File: src/rtl/core/bqd_pkg.sv
// ----------------------------------------------------------------------------
// bqd_pkg
// Shared types and constants of the biquad filter: widths, the coefficient
// register map, the multiplier operand codes and the command bundle.
// ----------------------------------------------------------------------------
`timescale 1ns / 1ps
`default_nettype none

package bqd_pkg;

  localparam int unsigned SAMPLE_WIDTH   = 24;
  localparam int unsigned COEF_WIDTH     = 32;
  localparam int unsigned COEF_FRAC_BITS = 28;
  localparam int unsigned STATE_WIDTH    = 48;
  localparam int unsigned NUM_COEFS      = 5;

  localparam int unsigned STATE_FRAC = STATE_WIDTH - SAMPLE_WIDTH - 8;
  localparam int unsigned PROD_SHIFT = COEF_FRAC_BITS - STATE_FRAC;
  localparam int unsigned PROD_WIDTH = COEF_WIDTH + SAMPLE_WIDTH;
  localparam int unsigned RP_WIDTH   = PROD_WIDTH - PROD_SHIFT + 1;
  localparam int unsigned SUM_WIDTH  = STATE_WIDTH + 2;
  localparam int unsigned YR_WIDTH   = STATE_WIDTH - STATE_FRAC + 1;

  localparam int unsigned ADDR_WIDTH = 5;
  localparam int unsigned DATA_WIDTH = 32;

  localparam logic [COEF_WIDTH-1:0] COEF_ONE = COEF_WIDTH'(1) << COEF_FRAC_BITS;

  typedef logic [COEF_WIDTH-1:0] coef_t;
  typedef coef_t [NUM_COEFS-1:0] coef_arr_t;

  typedef enum logic [2:0] {
    REG_B0 = 3'd0,
    REG_B1 = 3'd1,
    REG_B2 = 3'd2,
    REG_A1 = 3'd3,
    REG_A2 = 3'd4
  } reg_idx_e;

  typedef enum logic [2:0] {
    MUL_B0_IN = 3'd0,
    MUL_B1_X  = 3'd1,
    MUL_B2_X  = 3'd2,
    MUL_A1_Y  = 3'd3,
    MUL_A2_Y  = 3'd4
  } mul_op_e;

  typedef struct packed {
    logic    x_en;
    logic    mul_en;
    mul_op_e mul_op;
    logic    acc_en;
    logic    y_en;
    logic    f1_en;
    logic    f2_en;
    logic    d1_en;
    logic    d2_en;
    logic    out_en;
  } bqd_cmd_t;

endpackage

`default_nettype wire

File: src/rtl/core/bqd_cfg_regs.sv
// ----------------------------------------------------------------------------
// bqd_cfg_regs
// APB-style coefficient register file with read-back of all five registers.
// ----------------------------------------------------------------------------
`timescale 1ns / 1ps
`default_nettype none

module bqd_cfg_regs
  import bqd_pkg::*;
(
  input  wire logic                  clk_i,
  input  wire logic                  rst_ni,
  input  wire logic                  psel,
  input  wire logic                  penable,
  input  wire logic                  pwrite,
  input  wire logic [ADDR_WIDTH-1:0] paddr,
  input  wire logic [DATA_WIDTH-1:0] pwdata,
  output logic      [DATA_WIDTH-1:0] prdata,
  output logic                       pready,
  output coef_arr_t                  coefs_o
);

  coef_arr_t coef_q;
  coef_arr_t coef_d;
  logic      wr_en;
  reg_idx_e  idx;

  assign pready = 1'b1;
  assign wr_en  = psel & penable & pwrite;
  assign idx    = reg_idx_e'(paddr[ADDR_WIDTH-1:2]);

  always_comb begin
    coef_d = coef_q;
    if (wr_en) begin
      case (idx)
        REG_B0:  coef_d[REG_B0] = pwdata;
        REG_B1:  coef_d[REG_B1] = pwdata;
        REG_B2:  coef_d[REG_B2] = pwdata;
        REG_A1:  coef_d[REG_A1] = pwdata;
        REG_A2:  coef_d[REG_A2] = pwdata;
        default: coef_d = coef_q;
      endcase
    end
  end

  always_comb begin
    case (idx)
      REG_B0:  prdata = coef_q[REG_B0];
      REG_B1:  prdata = coef_q[REG_B1];
      REG_B2:  prdata = coef_q[REG_B2];
      REG_A1:  prdata = coef_q[REG_A1];
      REG_A2:  prdata = coef_q[REG_A2];
      default: prdata = '0;
    endcase
  end

  // The b0 register sits in the lowest slice and resets to 1.0.
  always_ff @(posedge clk_i or negedge rst_ni) begin
    if (!rst_ni) begin
      coef_q <= {{((NUM_COEFS-1)*COEF_WIDTH){1'b0}}, COEF_ONE};
    end else begin
      coef_q <= coef_d;
    end
  end

  assign coefs_o = coef_q;

endmodule

`default_nettype wire

File: src/rtl/core/bqd_ctrl.sv
// ----------------------------------------------------------------------------
// bqd_ctrl
// Sequencer that steps one sample through the shared multiplier and owns
// the input stall and the output valid.
// ----------------------------------------------------------------------------
`timescale 1ns / 1ps
`default_nettype none

module bqd_ctrl
  import bqd_pkg::*;
(
  input  wire logic clk_i,
  input  wire logic rst_ni,
  input  wire logic in_valid_i,
  output logic      in_stall_o,
  output logic      out_valid_o,
  input  wire logic out_stall_i,
  output bqd_cmd_t  cmd_o
);

  typedef enum logic [5:0] {
    ST_IDLE = 6'b000001,
    ST_ACC  = 6'b000010,
    ST_OUT  = 6'b000100,
    ST_MA1  = 6'b001000,
    ST_MA2  = 6'b010000,
    ST_FIN  = 6'b100000
  } state_e;

  state_e state_q;
  state_e state_d;
  logic   out_valid_q;
  logic   out_valid_d;
  logic   out_free;

  assign out_free   = ~out_valid_q | ~out_stall_i;
  assign in_stall_o = (state_q != ST_IDLE);

  always_comb begin
    state_d     = state_q;
    out_valid_d = out_valid_q & out_stall_i;
    cmd_o       = '0;
    cmd_o.mul_op = MUL_B0_IN;
    case (state_q)
      ST_IDLE: begin
        if (in_valid_i) begin
          cmd_o.x_en   = 1'b1;
          cmd_o.mul_en = 1'b1;
          state_d      = ST_ACC;
        end
      end
      ST_ACC: begin
        cmd_o.acc_en = 1'b1;
        cmd_o.mul_en = 1'b1;
        cmd_o.mul_op = MUL_B1_X;
        state_d      = ST_OUT;
      end
      ST_OUT: begin
        cmd_o.y_en   = 1'b1;
        cmd_o.f1_en  = 1'b1;
        cmd_o.mul_en = 1'b1;
        cmd_o.mul_op = MUL_B2_X;
        state_d      = ST_MA1;
      end
      ST_MA1: begin
        cmd_o.f2_en  = 1'b1;
        cmd_o.mul_en = 1'b1;
        cmd_o.mul_op = MUL_A1_Y;
        state_d      = ST_MA2;
      end
      ST_MA2: begin
        cmd_o.d1_en  = 1'b1;
        cmd_o.mul_en = 1'b1;
        cmd_o.mul_op = MUL_A2_Y;
        state_d      = ST_FIN;
      end
      ST_FIN: begin
        if (out_free) begin
          cmd_o.d2_en  = 1'b1;
          cmd_o.out_en = 1'b1;
          out_valid_d  = 1'b1;
          state_d      = ST_IDLE;
        end
      end
      default: begin
        state_d = ST_IDLE;
      end
    endcase
  end

  always_ff @(posedge clk_i or negedge rst_ni) begin
    if (!rst_ni) begin
      state_q     <= ST_IDLE;
      out_valid_q <= 1'b0;
    end else begin
      state_q     <= state_d;
      out_valid_q <= out_valid_d;
    end
  end

  assign out_valid_o = out_valid_q;

endmodule

`default_nettype wire

File: src/rtl/core/bqd_datapath.sv
// ----------------------------------------------------------------------------
// bqd_datapath
// Shared 32x24 multiplier, rounding and saturating adders, the two delay
// states and the output register.
// ----------------------------------------------------------------------------
`timescale 1ns / 1ps
`default_nettype none

module bqd_datapath
  import bqd_pkg::*;
(
  input  wire logic                    clk_i,
  input  wire logic                    rst_ni,
  input  wire bqd_cmd_t                cmd_i,
  input  wire coef_arr_t               coefs_i,
  input  wire logic [SAMPLE_WIDTH-1:0] sample_in_i,
  output logic      [SAMPLE_WIDTH-1:0] sample_out_o,
  output logic                         clipped_o
);

  function automatic logic [SUM_WIDTH-1:0] ext_rp(input logic [RP_WIDTH-1:0] v);
    ext_rp = {{(SUM_WIDTH - RP_WIDTH){v[RP_WIDTH-1]}}, v};
  endfunction

  function automatic logic [SUM_WIDTH-1:0] ext_st(input logic [STATE_WIDTH-1:0] v);
    ext_st = {{(SUM_WIDTH - STATE_WIDTH){v[STATE_WIDTH-1]}}, v};
  endfunction

  function automatic logic [STATE_WIDTH-1:0] sat_state(input logic [SUM_WIDTH-1:0] v);
    logic [SUM_WIDTH-STATE_WIDTH:0] top;
    top = v[SUM_WIDTH-1:STATE_WIDTH-1];
    if (top == '0 || top == '1) begin
      sat_state = v[STATE_WIDTH-1:0];
    end else if (v[SUM_WIDTH-1]) begin
      sat_state = {1'b1, {(STATE_WIDTH-1){1'b0}}};
    end else begin
      sat_state = {1'b0, {(STATE_WIDTH-1){1'b1}}};
    end
  endfunction

  logic signed [COEF_WIDTH-1:0]   mul_a;
  logic signed [SAMPLE_WIDTH-1:0] mul_b;
  logic signed [PROD_WIDTH-1:0]   mul_res;
  logic        [PROD_WIDTH-1:0]   p_q;
  logic        [RP_WIDTH-1:0]     rp;
  logic        [SAMPLE_WIDTH-1:0] x_q;
  logic        [STATE_WIDTH-1:0]  acc_q;
  logic        [SAMPLE_WIDTH-1:0] y_q;
  logic                           clip_q;
  logic        [SUM_WIDTH-1:0]    f1_q;
  logic        [SUM_WIDTH-1:0]    f2_q;
  logic        [STATE_WIDTH-1:0]  d1_q;
  logic        [STATE_WIDTH-1:0]  d2_q;
  logic        [SAMPLE_WIDTH-1:0] sample_out_q;
  logic                           clipped_q;
  logic        [YR_WIDTH-1:0]     yr;
  logic        [YR_WIDTH-SAMPLE_WIDTH:0] yr_top;
  logic        [SAMPLE_WIDTH-1:0] y_d;
  logic                           clip_d;

  always_comb begin
    case (cmd_i.mul_op)
      MUL_B0_IN: begin
        mul_a = coefs_i[REG_B0];
        mul_b = sample_in_i;
      end
      MUL_B1_X: begin
        mul_a = coefs_i[REG_B1];
        mul_b = x_q;
      end
      MUL_B2_X: begin
        mul_a = coefs_i[REG_B2];
        mul_b = x_q;
      end
      MUL_A1_Y: begin
        mul_a = coefs_i[REG_A1];
        mul_b = y_q;
      end
      MUL_A2_Y: begin
        mul_a = coefs_i[REG_A2];
        mul_b = y_q;
      end
      default: begin
        mul_a = '0;
        mul_b = '0;
      end
    endcase
  end

  assign mul_res = mul_a * mul_b;

  assign rp = {p_q[PROD_WIDTH-1], p_q[PROD_WIDTH-1:PROD_SHIFT]}
            + RP_WIDTH'(p_q[PROD_SHIFT-1]);

  assign yr = {acc_q[STATE_WIDTH-1], acc_q[STATE_WIDTH-1:STATE_FRAC]}
            + YR_WIDTH'(acc_q[STATE_FRAC-1]);
  assign yr_top = yr[YR_WIDTH-1:SAMPLE_WIDTH-1];

  always_comb begin
    if (yr_top == '0 || yr_top == '1) begin
      y_d    = yr[SAMPLE_WIDTH-1:0];
      clip_d = 1'b0;
    end else if (yr[YR_WIDTH-1]) begin
      y_d    = {1'b1, {(SAMPLE_WIDTH-1){1'b0}}};
      clip_d = 1'b1;
    end else begin
      y_d    = {1'b0, {(SAMPLE_WIDTH-1){1'b1}}};
      clip_d = 1'b1;
    end
  end

  always_ff @(posedge clk_i) begin
    if (cmd_i.x_en) begin
      x_q <= sample_in_i;
    end
    if (cmd_i.mul_en) begin
      p_q <= mul_res;
    end
    if (cmd_i.acc_en) begin
      acc_q <= sat_state(ext_rp(rp) + ext_st(d1_q));
    end
    if (cmd_i.y_en) begin
      y_q    <= y_d;
      clip_q <= clip_d;
    end
    if (cmd_i.f1_en) begin
      f1_q <= ext_rp(rp) + ext_st(d2_q);
    end
    if (cmd_i.f2_en) begin
      f2_q <= ext_rp(rp);
    end
    if (cmd_i.out_en) begin
      sample_out_q <= y_q;
      clipped_q    <= clip_q;
    end
  end

  always_ff @(posedge clk_i or negedge rst_ni) begin
    if (!rst_ni) begin
      d1_q <= '0;
      d2_q <= '0;
    end else begin
      if (cmd_i.d1_en) begin
        d1_q <= sat_state(f1_q - ext_rp(rp));
      end
      if (cmd_i.d2_en) begin
        d2_q <= sat_state(f2_q - ext_rp(rp));
      end
    end
  end

  assign sample_out_o = sample_out_q;
  assign clipped_o    = clipped_q;

endmodule

`default_nettype wire

File: src/rtl/core/biquad_iir_filter_unit.sv
// ----------------------------------------------------------------------------
// biquad_iir_filter_unit
// Second-order IIR filter in transposed direct form II with Q4.28
// coefficients, 48-bit delay states and a saturated 24-bit output.
//
// The input channel takes one signed 24-bit sample per beat, and the output
// channel gives one filtered sample with its clip flag per beat. Both use
// valid and stall; a beat moves when valid is high and stall is low.
// One shared 32x24 multiplier forms the five products in turn, so the block
// works on one sample at a time; the input stall is high from each input
// beat until that sample's last step, so no new sample is taken before it.
// The output register holds a finished sample while the receiver stalls;
// the next sample is still taken and computed, and its last step waits
// until the output register is free, which holds the input stall high.
// Reset clears both delay states, empties the output register and loads a
// pass-through setting (b0 = 1.0, all other coefficients zero). Coefficients
// are written over the APB-style port, b0, b1, b2, a1, a2 at byte addresses
// 0, 4, 8, 12 and 16; the user writes them only while no sample is in
// flight, and the block itself does not enforce this.
// ----------------------------------------------------------------------------
`timescale 1ns / 1ps
`default_nettype none

module biquad_iir_filter_unit
  import bqd_pkg::*;
(
  input  wire logic                    clk_i,
  input  wire logic                    rst_ni,
  input  wire logic                    psel,
  input  wire logic                    penable,
  input  wire logic                    pwrite,
  input  wire logic [ADDR_WIDTH-1:0]   paddr,
  input  wire logic [DATA_WIDTH-1:0]   pwdata,
  output logic      [DATA_WIDTH-1:0]   prdata,
  output logic                         pready,
  input  wire logic                    in_valid_i,
  output logic                         in_stall_o,
  input  wire logic [SAMPLE_WIDTH-1:0] sample_in_i,
  output logic                         out_valid_o,
  input  wire logic                    out_stall_i,
  output logic      [SAMPLE_WIDTH-1:0] sample_out_o,
  output logic                         clipped_o
);

  coef_arr_t coefs;
  bqd_cmd_t  cmd;

  bqd_cfg_regs u_cfg (
    .clk_i   (clk_i),
    .rst_ni  (rst_ni),
    .psel    (psel),
    .penable (penable),
    .pwrite  (pwrite),
    .paddr   (paddr),
    .pwdata  (pwdata),
    .prdata  (prdata),
    .pready  (pready),
    .coefs_o (coefs)
  );

  bqd_ctrl u_ctrl (
    .clk_i       (clk_i),
    .rst_ni      (rst_ni),
    .in_valid_i  (in_valid_i),
    .in_stall_o  (in_stall_o),
    .out_valid_o (out_valid_o),
    .out_stall_i (out_stall_i),
    .cmd_o       (cmd)
  );

  bqd_datapath u_dp (
    .clk_i        (clk_i),
    .rst_ni       (rst_ni),
    .cmd_i        (cmd),
    .coefs_i      (coefs),
    .sample_in_i  (sample_in_i),
    .sample_out_o (sample_out_o),
    .clipped_o    (clipped_o)
  );

endmodule

`default_nettype wire

File: config.mk
export PLATFORM = sky130hd
export DESIGN_NAME = biquad_iir_filter_unit
export DESIGN_NICKNAME = d
export VERILOG_FILES = /design/src/rtl/core/bqd_pkg.sv /design/src/rtl/core/bqd_cfg_regs.sv /design/src/rtl/core/bqd_ctrl.sv /design/src/rtl/core/bqd_datapath.sv /design/src/rtl/core/biquad_iir_filter_unit.sv
export SDC_FILE = /design/constraint.sdc
export NUM_CORES = 2
export LEC_CHECK = 0
export BUFFER_PORTS_ARGS = -buffer_cell sky130_fd_sc_hd__clkbuf_2
export CAP_MARGIN = 20
export CORE_MARGIN = 1
export CORE_UTILIZATION = 30
export CTS_CLUSTER_DIAMETER = 80
export DETAILED_ROUTE_END_ITERATION = 7
export PLACE_DENSITY_LB_ADDON = 0.3
export RECOVER_POWER = 100
export SYNTH_ARGS = -nofsm -noshare
export SYNTH_HDL_FRONTEND = slang
export SYNTH_SLANG_ARGS = --single-unit
File: constraint.sdc
create_clock -name clk_i -period 10.65 [get_ports clk_i]
set_clock_uncertainty 0.15 [all_clocks]
set_input_delay 1.065 -clock clk_i [delete_from_list [all_inputs] [get_ports clk_i]]
set_output_delay 1.065 -clock clk_i [all_outputs]
set_load 0.05 [all_outputs]
# Word-level counts from Yosys, hierarchy flattened
# Index checks and enable logic that the tools add are counted.
dict set report totals {
  ff_bits 536
  ram_bits 0
  mem_count 0
  in_bits 68
  elab_cells 98
  output_inout_bits 60
  romBits 0
  latch_bits 0
}
dict set report classes {
  n_bitwise 6
  n_eq_ne 21
  mux 27
  mul 1
  div_mod_pow 0
  n_reduce_logical 19
  addsub 6
  order_cmp 0
  n_shift 0
}
# op n
set ops {}
lappend ops {{$pmux W32 S5} 2}
lappend ops {{$mux W48} 6}
lappend ops {{$add A45 B48 Y49} 2}
lappend ops {{$pmux W24 S3} 1}
lappend ops {{$mul A32 B24 Y56} 1}
lappend ops {{$sub A50 B50 Y50} 1}
lappend ops {{$mux W24} 2}
lappend ops {{$sub A45 B45 Y46} 1}
lappend ops {{$add A44 B2 Y45} 1}
lappend ops {{$pmux W6 S6} 1}
lappend ops {{$add A32 B2 Y33} 1}
lappend ops {{$eq A3 B3 Y1 const B} 5}
lappend ops {{$logic_not A3 Y1} 5}
lappend ops {{$eq A3 B2 Y1 const B} 4}
lappend ops {{$mux W6} 2}
lappend ops {{$pmux W3 S4} 1}
lappend ops {{$reduce_and A2 Y1} 6}
lappend ops {{$eq A10 B10 Y1 const B} 1}
lappend ops {{$logic_not A10 Y1} 1}
lappend ops {{$mux W2} 4}
lappend ops {{$mux W1} 7}
lappend ops {{$eq A3 B1 Y1 const B} 2}
lappend ops {{$eq A6 B1 Y1 const B} 1}
lappend ops {{$eq A6 B2 Y1 const B} 1}
lappend ops {{14 further kinds} 21}

# Depth between registers and ports, before layout
dict set report depth {
  ltp_word 6
  mapped_depth 37
  depth_no_buf 32
}

# Hierarchy
# Synthesis repeated with hierarchy kept, for this count alone.
dict set report hier_totals {
  hier_cells 5927
  hier_area_um2 57951.8
}
# mod n_inst area_per_inst_um2 cells_per_inst seq_area_each_um2
set by_module_without_submodules {}
lappend by_module_without_submodules {bqd_datapath 1 50397.1 5418 9739.3}
lappend by_module_without_submodules {bqd_cfg_regs 1 7149.4 468 4005.1}
lappend by_module_without_submodules {bqd_ctrl 1 405.4 41 176.4}

# Least setup slack after synthesis
# No wires, ideal clock.
dict set report synth_timing {
  path_kind {reg-to-reg}
  start {register u_ctrl.state_q[1]}
  end {register u_dp.p_q[55], data pin}
  required_time_ns 10.240
  setup_ns 0.260
  path_buffers 4
  path_stages_with_launch 33
  period_less_slack_ns 11.196
  setup_slack_ns -0.546
  arrival_time_ns 10.786
  cell_sequence {dfrtp_1 -> buf_2 -> or4_1 -> buf_2 -> nor3b_2 -> clkbuf_1 -> a22oi_1 -> nand2_1 -> a21o_1 -> clkbuf_1 -> nand2_1 -> fa_1 -> inv_1 -> fa_1 -> inv_1 -> fa_1 -> fa_1 -> inv_1 -> fa_1 -> fa_1 -> fa_1 -> ha_1 -> and3_1 -> and2_1 -> a221oi_1 -> o211ai_1 -> a41oi_1 -> o31ai_4 -> a21o_2 -> a211oi_4 -> o21bai_2 -> a311oi_2 -> xnor2_1}
}
dict set report synth_between {
  elab_chain_cells 6
  word_cells_on_any_way 15
  cone_classes {mul: 1; eq/ne: 8; mux: 3; reduce/logical: 3}
}
# item line
set synth_lines {}
lappend synth_lines {{start: declaration} bqd_ctrl.sv:30} ;# state_e state_q;
lappend synth_lines {{start signal: assignment} bqd_ctrl.sv:96} ;# state_q <= state_d;
lappend synth_lines {{$eq A6 B5 Y1 (tied with other cells)} bqd_ctrl.sv:44} ;# case (state_q)
lappend synth_lines {{$pmux W3 S4 *} bqd_ctrl.sv:44}
lappend synth_lines {{$eq A3 B2 Y1 (tied with other cells)} bqd_datapath.sv:62} ;# case (cmd_i.mul_op)
lappend synth_lines {{$reduce_or A2 Y1 (no line)} --}
lappend synth_lines {{$pmux W24 S3} bqd_datapath.sv:62}
lappend synth_lines {{$mul A32 B24 Y56 *} bqd_datapath.sv:90} ;# assign mul_res = mul_a * mul_b;
lappend synth_lines {{named net u_dp.mul_res[55]} bqd_datapath.sv:43} ;# logic signed [PROD_WIDTH-1:0] mul_res;
lappend synth_lines {{end signal: assignment} bqd_datapath.sv:117} ;# p_q <= mul_res;
lappend synth_lines {{end: declaration} bqd_datapath.sv:44} ;# logic [PROD_WIDTH-1:0] p_q;
# Mark *: on every way through the listed nets, which the timed path passes. The rest lies on a longest branch.
# A chain may end at the register's enable or synchronous reset.

# Worst setup path in the final report
dict set report layout_timing {
  start {register u_ctrl.state_q[1]}
  end {register u_dp.p_q[40], data pin}
}
# The elaborated chain is that of the path after synthesis.

==> metrics.md <==
| Metric | Value |
|---|---|
| Hold Vio Cnt, Final | 0 |
| Run status | finished, violations left |
| Post-synthesis register bit count | 507 |
| CTS buffer count | 58 |
| Via density | slightly below 5 |
| Flop-to-flop setup slack | 400 ps |
| Slew Limit Headroom | -290.7% |
| Row count | 158 |
| Top Ports | around 130 |
| DR pass1 iterations | 5 |
| Initial antenna violation count | 17 |
| YS warnings | 0 |
| CTS tree | built |
| Leading area contributor after synthesis | fa_1 |
| Nets | 7159 |
| CP max stage delay | 660 ps |
| Critical path type | flop to flop |
| Initial core utilization | 30.23% |
| Synth cell types | 87 |
| Syn_nets | 7019 |
| Gp weighted congestion | ~0.94 |
| Drt total wl | between 150 and 200 mm |
| Via count of the routed design | 42.14k |
| Cts hold-fix bufs | 0 |
| Clock latency at the later pin of the worst-skew pair | 660 ps |
| Period utilisation layout | between 90% and 100% |
| Gate Count Post-Synth | 5829 |
| WP data arrival | 10510 ps |
| RSZ-0062 raised after global routing | false |
| Area Growth Syn to Fin | 11.19% |
| Die Y | 434.3 µm |
| Drc violations | 0 |
| Maxcap violations | 16 |
| Post-DP HPWL | 139.4 mm |
| Post-synthesis compound-gate area fraction | a little under an eighth |
| Root Driver | clkbuf_16 |
| Fmax | 97.56 MHz |
| Critical-path maximum fanout | 31 |
| Failing checks | capacitance limit, slew limit |
| Crit path launch | u_ctrl.state_q[1]$_DFFE_PN0P_ |
| Area share of the largest cell type after synthesis | 28.04% |
| DR WL/cell | 20.46 µm |
| Avg Cell Area, Syn | 9.616 µm² |
| PostCTS Resize Cnt | 0 |
| Slew of the pin with the lowest slew margin | 5860 ps |
| Max Root-Sink Buffers | 3 |
| Multi-input logic area | 37960 µm² |
| Reg-to-reg critical path startpoint | u_ctrl.state_q[1]$_DFFE_PN0P_ |
| Synth Area in XOR/XNOR | 4.094% |
| Total Routing Usage GR | ~18% |
| Simple-gate share of the synthesized area | 11.87% |
| DIE WIDTH | between 400 and 500 µm |
| Mux share of post-synthesis cell area | around 4.0% |
| Clock slew at reported path FFs | roughly 60 ps |
| Mapped cell area | 56050 µm² |
| Hold path startpoint | u_dp.clip_q$_DFFE_PP_ |
| Synth async-reset ratio | between 50% and 60% |
| Most common cell after layout, fill and taps aside | inv_1 |
| IO Port Bufs | 124 |
| Clock sinks | 507 |
| First-pass GRT wire length | 266.8 mm |
| First DRT Iteration DRCs | between 2k and 3k |
| Main combinational cell family by area after synthesis | adder cells |
| CP max-delay cell | or4_1 |
| Main synth FF type | dfrtp_1 |
| Number of synthesized flops with an enable pin | 246 |
| Die area | 188600 µm² |
| Crit path time final | 10250 ps |
| H-tree levels | 2 |
| CP required | roughly 11000 ps |
| Largest cells by area after synthesis | fa_1 (28%), edfxtp_1 (13%), dfrtp_1 (12%) |
| Vias in the first global route | 43.70k |
| Most used cell, CP | fa_1 |
| Worst hold path type | flop to flop |
| Setup tns final | 0 ps |
| Grt total ovfl | 0 |
| CP Capture Type | flop |
| Storage cell area | 13920 µm² |
| ANT nets after route | 0 |
| Largest net degree at the start of global routing | slightly below 100 |
| Setup Fix Bufs, Post-CTS | 0 |
| Startpoint Class | flop |
| Post-Synth Adder-Cell Area | a little over a third |
| Number of fill cells | 19.12k |
| Final Max Slew Viols | 650 |
| Most frequent cells in the layout | inv_1 (937), fa_1 (785), nand2_1 (732) |
| Setup Viol. Count Final | 0 |
| Seq/Total Area, Yosys | 24.84% |
| Layout cells sized above 1 | 8.293% |
| Placeable Area | 185400 µm² |
[cell usage after synthesis, drive strengths merged (20+ instances only)]
| cell type | instances |
|---|---|
| nor2 | 464 |
| nand3 | 72 |
| o211ai | 22 |
| a221o | 50 |
| buf | 24 |
| nand2b | 28 |
| nor3 | 31 |
| nand4 | 39 |
| ha | 337 |
| dfrtp | 259 |
| and2 | 40 |
| mux2i | 36 |
| o21ai | 224 |
| clkbuf | 200 |
| fa | 785 |
| and3 | 46 |
| edfxtp | 246 |
| a21oi | 330 |
| o21a | 29 |
| a21o | 131 |
| a211oi | 20 |
| mux2 | 163 |
| inv | 937 |
| o21bai | 24 |
| nand2 | 732 |
| xor2 | 108 |
| xnor2 | 154 |
| a22oi | 67 |
| o31ai | 20 |
| nor2b | 29 |
[state kept, by name (all words and copies together), names as in the netlist]
register / flops
u_dp.acc_q: 33
u_dp.p_q: 45
u_dp.clip_q: 1
u_dp.x_q: 24
u_ctrl.state_q: 6
u_ctrl.out_valid_o: 1
u_dp.d2_q: 46
u_dp.f2_q: 45
u_dp.clipped_o: 1
u_dp.f1_q: 49
u_cfg.coefs_o: 160
u_dp.d1_q: 48
u_dp.sample_out_o: 24
u_dp.y_q: 24
[layer usage]
metal,up-vias,wire (µm),track usage (%)
li1,19331,-,-
met1,21451,74380,24.03
met2,1081,83580,31.43
met3,273,8483,2.066
met4,8,7463,7.054
met5,-,55,0
[stage by stage]
stage / hold WS (ps) / util [%] / instance area (µm²) / worst slack (ps) / std cells
floorplan: 250.3 / - / 56050 / 377.3 / 5829
global placement: 313.6 / 32.70 / 60640 / 648.8 / 8388
detailed placement: 324.8 / 32.70 / 60640 / 640.8 / 8388
CTS: 324.7 / 33.75 / 62590 / 642.5 / 8496
global route: 347.6 / 33.61 / 62330 / 74.37 / 8503
finish: 332.7 / 33.61 / 62330 / 400.3 / 8503
[worst max-delay path: cells and delay by family, from the launching register on]
kind | cells | cell delay (ps)
AO/OA/AOI/OAI | 9 | 2560
XOR/XNOR | 1 | 380
adder cells (fa/ha/maj) | 8 | 3930
buffers and inverters | 8 | 790
flip-flops | 1 | 470
AND/OR/NAND/NOR | 6 | 1700
[cells by family after synthesis]
| group | Yosys count |
|---|---|
| flip-flops | 507 |
| XOR/XNOR | 262 |
| other | 1 |
| adder cells (fa/ha/maj) | 1122 |
| buffers and inverters | 1162 |
| AO/OA/AOI/OAI | 1027 |
| multiplexers | 200 |
| AND/OR/NAND/NOR | 1548 |
[final timing paths]
| kind | endpoint | cells past startpoint |
|---|---|---|
| setup reg to reg | u_dp.p_q[40]$_DFFE_PP_ | 32 |
| hold reg to reg | u_dp.clipped_o$_DFFE_PP_ | 0 |
| min in group asynchronous | u_dp.d2_q[12]$_DFFE_PN0P_ | 1 |
| max in group asynchronous | u_cfg.coefs_o[125]$_DFFE_PN0P_ | 3 |
| setup / recovery | u_dp.p_q[40]$_DFFE_PP_ | 32 |
| hold / removal | u_dp.clipped_o$_DFFE_PP_ | 0 |
[area by class of cell]
| type | count | share of cell area, % |
|---|---|---|
| inverters | 938 | 5.649 |
| well taps | 2480 | 4.979 |
| clock inverters | 33 | 0.5802 |
| repair buffers | 304 | 2.965 |
| diodes | 6 | 0.02409 |
| clock buffers | 75 | 2.560 |
| multi-input cells | 4160 | 60.91 |
| flip-flops and latches | 507 | 22.34 |
Power is left out: the tool's default activity adds up to more than one toggle a clock period on the data nets, which glitch-free logic cannot reach.
